$ cat src/rtl/swdk_pkg.sv
// ----------------------------------------------------------------------------
// swdk_pkg
// Constants and tables for the swerve wheel kinematics pipeline.
// ----------------------------------------------------------------------------
`timescale 1ns / 1ps
`default_nettype none

package swdk_pkg;

  localparam int unsigned GUARD_BITS = 4;
  localparam int unsigned KINV_Q24   = 10188012;
  localparam logic [31:0] RATIO_RESET = 32'd23170;

  typedef enum logic {
    REG_LENGTH_RATIO = 1'b0,
    REG_WIDTH_RATIO  = 1'b1
  } reg_idx_e;

  // atan(2^-i) as a 32-bit binary angle
  function automatic logic [31:0] atan_at(input int unsigned i);
    logic [31:0] r;
    case (i)
      0:  r = 32'd536870912;
      1:  r = 32'd316933406;
      2:  r = 32'd167458907;
      3:  r = 32'd85004756;
      4:  r = 32'd42667331;
      5:  r = 32'd21354465;
      6:  r = 32'd10679838;
      7:  r = 32'd5340245;
      8:  r = 32'd2670163;
      9:  r = 32'd1335087;
      10: r = 32'd667544;
      11: r = 32'd333772;
      12: r = 32'd166886;
      13: r = 32'd83443;
      14: r = 32'd41722;
      15: r = 32'd20861;
      16: r = 32'd10430;
      17: r = 32'd5215;
      18: r = 32'd2608;
      19: r = 32'd1304;
      20: r = 32'd652;
      21: r = 32'd326;
      22: r = 32'd163;
      23: r = 32'd81;
      24: r = 32'd41;
      25: r = 32'd20;
      26: r = 32'd10;
      27: r = 32'd5;
      28: r = 32'd3;
      29: r = 32'd1;
      30: r = 32'd1;
      default: r = 32'd0;
    endcase
    return r;
  endfunction

endpackage

`default_nettype wire

$ cat src/rtl/swdk_vec_lane.sv
// ----------------------------------------------------------------------------
// swdk_vec_lane
// Pipelined CORDIC vectoring: magnitude and angle of one wheel vector.
// ----------------------------------------------------------------------------
`timescale 1ns / 1ps
`default_nettype none

module swdk_vec_lane #(
  parameter int W  = 16,
  parameter int NS = 16
) (
  input  wire logic                clk_i,
  input  wire logic                en_i,
  input  wire logic signed [W+1:0] x_i,
  input  wire logic signed [W+1:0] y_i,
  output logic             [W+1:0] mag_o,
  output logic             [31:0]  ang_o
);

  localparam int VW = W + 8;
  localparam logic signed [25:0] KS = 26'(swdk_pkg::KINV_Q24);
  localparam logic signed [VW+25:0] MRND = (VW+26)'(1) <<< 27;

  logic signed [VW-1:0] x_q [NS+1];
  logic signed [VW-1:0] y_q [NS+1];
  logic        [31:0]   z_q [NS+1];
  logic                 zero_q [NS+1];

  logic signed [VW-1:0] xe, ye;
  logic                 neg;

  assign xe  = VW'(x_i);
  assign ye  = VW'(y_i);
  assign neg = x_i[W+1];

  always_ff @(posedge clk_i) begin
    if (en_i) begin
      zero_q[0] <= (x_i == '0) && (y_i == '0);
      x_q[0]    <= (neg ? -xe : xe) <<< swdk_pkg::GUARD_BITS;
      y_q[0]    <= (neg ? -ye : ye) <<< swdk_pkg::GUARD_BITS;
      z_q[0]    <= neg ? 32'h8000_0000 : 32'h0;
    end
  end

  for (genvar i = 0; i < NS; i++) begin : g_stage
    logic signed [VW-1:0] dx, dy;
    logic        [31:0]   at;
    assign dx = y_q[i] >>> i;
    assign dy = x_q[i] >>> i;
    assign at = swdk_pkg::atan_at(i);
    always_ff @(posedge clk_i) begin
      if (en_i) begin
        zero_q[i+1] <= zero_q[i];
        if (!y_q[i][VW-1]) begin
          x_q[i+1] <= x_q[i] + dx;
          y_q[i+1] <= y_q[i] - dy;
          z_q[i+1] <= z_q[i] + at;
        end else begin
          x_q[i+1] <= x_q[i] - dx;
          y_q[i+1] <= y_q[i] + dy;
          z_q[i+1] <= z_q[i] - at;
        end
      end
    end
  end

  logic signed [VW-1:0]  xc;
  logic signed [VW+25:0] prod, prodr;

  assign xc    = x_q[NS][VW-1] ? '0 : x_q[NS];
  assign prod  = xc * KS;
  assign prodr = prod + MRND;

  always_ff @(posedge clk_i) begin
    if (en_i) begin
      mag_o <= zero_q[NS] ? '0 : prodr[W+29:28];
      ang_o <= zero_q[NS] ? 32'h0 : z_q[NS];
    end
  end

endmodule

`default_nettype wire

$ cat config.mk
export PLATFORM = sky130hd
export DESIGN_NAME = swdk_vec_lane
export DESIGN_NICKNAME = d
export VERILOG_FILES = /design/src/rtl/swdk_pkg.sv /design/src/rtl/swdk_vec_lane.sv
export SDC_FILE = /design/constraint.sdc
export NUM_CORES = 2
export LEC_CHECK = 0
export BUFFER_PORTS_ARGS = -buffer_cell sky130_fd_sc_hd__buf_2
export CAP_MARGIN = 40
export CORE_MARGIN = 2
export CORE_UTILIZATION = 36
export CTS_BUF_LIST = sky130_fd_sc_hd__clkbuf_8
export CTS_CLUSTER_DIAMETER = 120
export CTS_CLUSTER_SIZE = 12
export DETAILED_ROUTE_END_ITERATION = 10
export PLACE_DENSITY = 0.56
export SETUP_SLACK_MARGIN = 0.15
export SYNTH_ARGS = -nofsm -noshare
export SYNTH_HDL_FRONTEND = slang
export SYNTH_SLANG_ARGS = --single-unit
$ cat constraint.sdc
create_clock -name clk_i -period 25.8 [get_ports clk_i]
set_input_delay 0 -clock clk_i [delete_from_list [all_inputs] [get_ports clk_i]]
set_output_delay 0 -clock clk_i [all_outputs]
set_load 0.01 [all_outputs]
**Word-level counts from Yosys, hierarchy flattened**

Memory sizes are Yosys's and may differ from the RTL's. A register that Yosys moved wholly into a read port is not among the register bits.
Cells that the tools add are included.

- Mux-type cells: 150
- Multiply operators: 1
- Add/subtract/negate cells: 98
- Bitwise operators: 48
- Reductions and logical operators: 3

Operators with widths:

| kind | count |
|---|---|
| $mux 24 | 32 |
| $mux 32 | 17 |
| $mux 1 | 98 |
| $add 24x10->24 | 2 |
| $add 24x11->24 | 2 |
| $add 24x12->24 | 2 |
| $add 24x13->24 | 2 |
| $add 24x14->24 | 2 |
| $add 24x15->24 | 2 |
| $add 24x16->24 | 2 |
| $add 24x17->24 | 2 |
| $add 24x18->24 | 2 |
| $add 24x19->24 | 2 |
| $add 24x20->24 | 2 |
| $add 24x21->24 | 2 |
| $add 24x22->24 | 2 |
| $add 24x23->24 | 2 |
| $add 24x9->24 | 2 |
| $or 1x1->1 | 48 |
| $sub 24x10->24 | 2 |
| $sub 24x11->24 | 2 |
| $sub 24x12->24 | 2 |
| $sub 24x13->24 | 2 |
| $sub 24x14->24 | 2 |
| 51 further kinds | 65 |

- Flip-flop bits (word level): 18
- Word-level logic and storage cells: 305
- Input port bits: 38
- Output and inout port bits: 50
- RAM bits: 1,377
- Memories kept: 4

Memory list:

| memory | words | bits a word | rd ports | clocked after memory_dff | write ports | line | RTL |
|---|---|---|---|---|---|---|---|
| z_q | 17 | 32 | 17 | 1 | 17 | swdk_vec_lane.sv:26 | `logic [31:0] z_q [NS+1];` |
| x_q | 17 | 24 | 17 | 0 | 17 | swdk_vec_lane.sv:24 | `logic signed [VW-1:0] x_q [NS+1];` |
| y_q | 17 | 24 | 16 | 0 | 17 | swdk_vec_lane.sv:25 | `logic signed [VW-1:0] y_q [NS+1];` |
| zero_q | 17 | 1 | 17 | 0 | 17 | swdk_vec_lane.sv:27 | `logic zero_q [NS+1];` |

**Depth between registers and ports, before layout**

An unclocked memory read counts as a cell.

- Depth after elaboration: 5
- Gate-level depth with buffers: 33
- Depth with buffers taken out: 30

**Worst setup path before layout**

OpenSTA, ideal clock, no wires.

- Path type: register -> register
- From: memory x_q[16][23] (netlist bit)
- To: register mag_o[17], data pin
- Buffers on the path: 4
- Required time: 25.533 ns
- Period minus slack after synthesis: 8.373 ns
- Path slack: 17.427 ns
- Cell stages (with the launch flop): 34
- Data arrival time: 8.106 ns
- Library setup time: 0.267 ns
- Cell sequence: edfxtp_1 clkbuf_1 clkbuf_1 clkbuf_1 nand2b_1 inv_1 fa_1 inv_1 fa_1 fa_1 inv_1 fa_1 fa_1 fa_1 inv_1 fa_1 inv_1 ha_1 clkbuf_2 nand3_1 or4_1 or2_1 o21ai_0 nor2_1 xnor2_1 ha_1 inv_1 a31oi_1 and2_1 nor3b_4 nand4_1 nor4b_2 xnor3_1 nor2_1

RTL lines:

| item | line | RTL |
|---|---|---|
| start: declaration | swdk_vec_lane.sv:24 |  |
| end signal: assignment | swdk_vec_lane.sv:76 | `mag_o <= zero_q[NS] ? '0 : prodr[W+29:28];` |
| end: declaration | swdk_vec_lane.sv:16 | `output logic [W+1:0] mag_o,` |

==> impl_metrics.prom <==
# TYPE chip_impl_metric gauge
chip_impl_metric{name="max_cap_violations",unit=""} 0
chip_impl_info{name="cpMostUsedCell",value="fa_1"} 1
chip_impl_metric{name="worst_pin_slew",unit="ns"} 1.156
chip_impl_metric{name="clock_transition_at_the_registers_of_the_reported_paths",unit="ns"} 0.09
chip_impl_info{name="run_status",value="completed"} 1
chip_impl_metric{name="detail_route.iter0.violations",unit=""} 4511
chip_impl_metric{name="required_time_reported_for_the_critical_path_endpoint",unit="ns"} 26.42
chip_impl_metric{name="cp.depth",unit=""} 30
chip_impl_metric{name="postCtsSetupRepairBufs",unit=""} 0
chip_impl_metric{name="num-fill-cells",unit=""} 29180
chip_impl_metric{name="route.detailed.wl_per_inst",unit="um"} 17.32
chip_impl_metric{name="post_cts_resize_count",unit=""} 0
chip_impl_info{name="rsz0062_at_grt",value="no"} 1
chip_impl_metric{name="grt_antenna_before_repair",unit=""} 2
chip_impl_metric{name="synth.ff_latch_count",unit=""} 1256
chip_impl_metric{name="cts.hold.buffers_added",unit=""} 106
chip_impl_metric{name="grt_pass1_wl",unit="um"} 416800
chip_impl_info{name="critical_path_class",value="reg -> reg"} 1
chip_impl_metric{name="floorplan.initialDensity",unit="%"} 36.20
chip_impl_info{name="cts_tree",value="yes"} 1
chip_impl_metric{name="routabilityCongestion",unit=""} 0.8847
chip_impl_metric{name="largest_driver_fanout_on_the_critical_path",unit=""} 48
chip_impl_metric{name="postRouteAntennaNets",unit=""} 0
chip_impl_metric{name="io_buffer_count",unit=""} 86
chip_impl_metric{name="areaGrowthSynthToFinish",unit="%"} 7.550
chip_impl_metric{name="core_area",unit="sq um"} 297300
chip_impl_metric{name="multi_input_comb_area",unit="sq um"} 66370
chip_impl_metric{name="die-height",unit="um"} 550.8
chip_impl_metric{name="final_critical_path_time_including_i_o_delays_and_setup",unit="ns"} 9.213
chip_impl_metric{name="part_of_the_yosys_area_used_for_sequential_elements",unit="%"} 35.04
chip_impl_metric{name="nNetsFinal",unit=""} 12710
chip_impl_metric{name="mappedNetlistArea",unit="sq um"} 107600
chip_impl_metric{name="netlist_instances",unit=""} 10870
chip_impl_info{name="cts_root_buffer",value="clkbuf_8"} 1
chip_impl_metric{name="maxClockFrequency",unit="MHz"} 108.5
chip_impl_metric{name="final-hold-violation-count",unit=""} 0
chip_impl_metric{name="yosysWarnings",unit=""} 0
chip_impl_metric{name="hpwl_dp",unit="um"} 206100
chip_impl_metric{name="cts_inserted_buffers",unit=""} 116
chip_impl_metric{name="post_route_cells_drive_above_1_share",unit="%"} 3.618
chip_impl_metric{name="final.setup.tns",unit="ns"} 0
chip_impl_metric{name="cts.sink_count",unit=""} 1256
chip_impl_metric{name="worst_r2r_path_depth",unit=""} 30
chip_impl_metric{name="track_usage",unit="%"} 16.77
chip_impl_info{name="worst_setup_path_start_kind",value="register"} 1
chip_impl_metric{name="post_drt_via_cell_ratio",unit=""} 5.246
chip_impl_metric{name="grt_pass1_vias",unit=""} 78330
chip_impl_metric{name="die_width",unit="um"} 550.8
chip_impl_metric{name="insertion_delay",unit="ns"} 0.93
chip_impl_metric{name="detailedRoute.firstPassIterationCount",unit=""} 5
chip_impl_metric{name="final.period_utilization",unit="%"} 35.71
chip_impl_info{name="critPathTopFamily",value="adder cells"} 1
chip_impl_metric{name="finClkSkew",unit="ns"} 0.08568
chip_impl_metric{name="drt-total-wl",unit="um"} 260200
chip_impl_metric{name="maxSlewHeadroom",unit="%"} 22.96
chip_impl_metric{name="synth.avg_cell_area",unit="sq um"} 9.901
chip_impl_metric{name="setup_viol_count_final",unit=""} 0
chip_impl_metric{name="synth.distinct_cells",unit=""} 96
chip_impl_metric{name="critPathArrivalTime",unit="ns"} 9.83
chip_impl_metric{name="asyncSetResetFlopFracSynth",unit="%"} 0
chip_impl_metric{name="critical-path-max-stage-delay",unit="ns"} 0.56
chip_impl_info{name="cpMaxStageDelayCell",value="fa_1"} 1
chip_impl_info{name="worstSetupEndpointType",value="register"} 1
chip_impl_metric{name="via_count",unit=""} 78830
chip_impl_info{name="ys.flop_type",value="edfxtp_1"} 1
chip_impl_metric{name="clock_path_buffers",unit=""} 3
chip_impl_info{name="hold_path_class",value="in -> reg"} 1
chip_impl_metric{name="maximum_number_of_pins_on_one_net_before_global_route_repair",unit=""} 214
chip_impl_info{name="mostFrequentLayoutCells",value="1,337 x ha_1, 1,256 x edfxtp_1, 983 x xnor2_1, 870 x nor2_1, 831 x a21oi_1"} 1
chip_impl_metric{name="grt_overflow",unit=""} 0
chip_impl_metric{name="detail_route.drc_violations",unit=""} 0
chip_impl_metric{name="synth_enable_flop_cells",unit=""} 1256
chip_impl_metric{name="critPathBufInv",unit=""} 7
chip_impl_metric{name="hold_depth",unit=""} 2
chip_impl_metric{name="dieArea",unit="sq um"} 303400
chip_impl_info{name="layout_commonest_cell",value="ha_1"} 1
chip_impl_metric{name="seqCellArea",unit="sq um"} 37720
chip_impl_metric{name="clock_tree.htree_level_count",unit=""} 3
chip_impl_metric{name="final_number_of_max_transition_violations",unit=""} 0
chip_impl_metric{name="pin_count",unit=""} 88
chip_impl_metric{name="num_rows",unit=""} 200
-- final cells by class --
| cell class | instances | share of cell area [%] |
|---|---|---|
| multi-input combinational | 8672 | 57.33 |
| sequential | 1256 | 32.58 |
| tap | 3939 | 4.258 |
| antenna | 4 | 0.008647 |
| clock inverter | 10 | 0.09728 |
| timing repair buffer | 262 | 1.849 |
| clock buffer | 117 | 1.391 |
| inverter | 765 | 2.481 |
-- worst register-to-register path, delay by kind of cell (launching register included) --
kind | cells | cell delay [ns]
compound gates | 2 | 0.61
xor+xnor | 2 | 0.40
simple gates | 10 | 2.53
flops | 1 | 0.33
buf+inv | 7 | 0.98
fa+ha+maj | 9 | 4.10
-- routing by layer --
layer	up-vias	share of wire, %	routed length (um)	global-route usage (%)
li1	39820	-	-	-
met1	37510	45	117000	21.23
met2	1143	50	128900	30.28
met3	349	2.7	7111	1.498
met4	0	2.8	7197	4.670
met5	-	0	0	0
-- sequential cells by signal, summed over array words and instances (netlist names) --
signal / cells
ang_o: 31
mag_o: 18
x_q: 394
y_q: 356
z_q: 440
zero_q: 17
-- stage by stage --
stage | cell area, sq um | std cells | hold slack (ns) | worst slack [ns] | util [%]
floorplan | 107600 | 10870 | 0.09887 | 17.43 | -
detailed placement | 113000 | 14790 | 0.2256 | 16.68 | 38.00
global route | 115800 | 15020 | 0.1117 | 15.98 | 38.94
global placement | 112800 | 14770 | 0.2203 | 16.66 | 37.93
CTS | 115700 | 15020 | 0.006223 | 16.61 | 38.93
finish | 115800 | 15030 | 0.1411 | 16.59 | 38.94
-- path summary, 6_finish.rpt --
kind,from,endpoint,slack [ns]
hold / removal,en_i,x_q[0][6],0.14
setup reg to reg,x_q[16][23],mag_o[17],16.59
setup / recovery,x_q[16][23],mag_o[17],16.59
hold reg to reg,zero_q[8],zero_q[9],0.43
-- synth_stat cells, types with 30 or more instances --
cell	number	area, sq um
a211oi_1	103	773.2
or2_2	40	250.2
clkbuf_1	146	548.0
nand2b_1	159	994.7
nor4_1	49	306.5
edfxtp_1	1256	37720
o21ai_0	532	2663
ha_1	1337	16730
and2_1	68	425.4
a21boi_0	61	457.9
nor2b_1	185	1157
o41ai_1	74	648.1
fa_1	261	5225
a21oi_1	831	4159
nor3_1	318	1592
a31o_2	35	306.5
or4_1	35	262.8
nand2_1	639	2399
xor2_1	449	3933
o31ai_1	124	930.9
o21a_1	150	1126
mux2i_1	45	450.4
o211ai_1	49	367.9
nand3_1	177	885.9
buf_1	30	112.6
inv_1	757	2841
o21bai_1	124	930.9
nor2_1	870	3266
xnor2_1	983	8610
and3_1	93	581.8
a21o_1	296	2222
a31oi_1	79	494.2
nand4_1	46	287.8
or3_1	94	588.1
-- cells by family (layout without fill, tap and decap cells) --
family          Yosys count  count (layout)  synth area share [%]
xor+xnor               1434            1434                 11.69
simple gates           2847            2847                 12.68
mux                      61              61                0.5859
buf+inv                 945            1154                 3.303
other cells               1               7              0.003484
flops                  1256            1256                 35.04
compound gates         2729            2729                 16.30
fa+ha+maj              1598            1598                 20.40
Power is left out: the tool's default activity adds up to more than one toggle a clock period on the data nets, which glitch-free logic cannot reach.
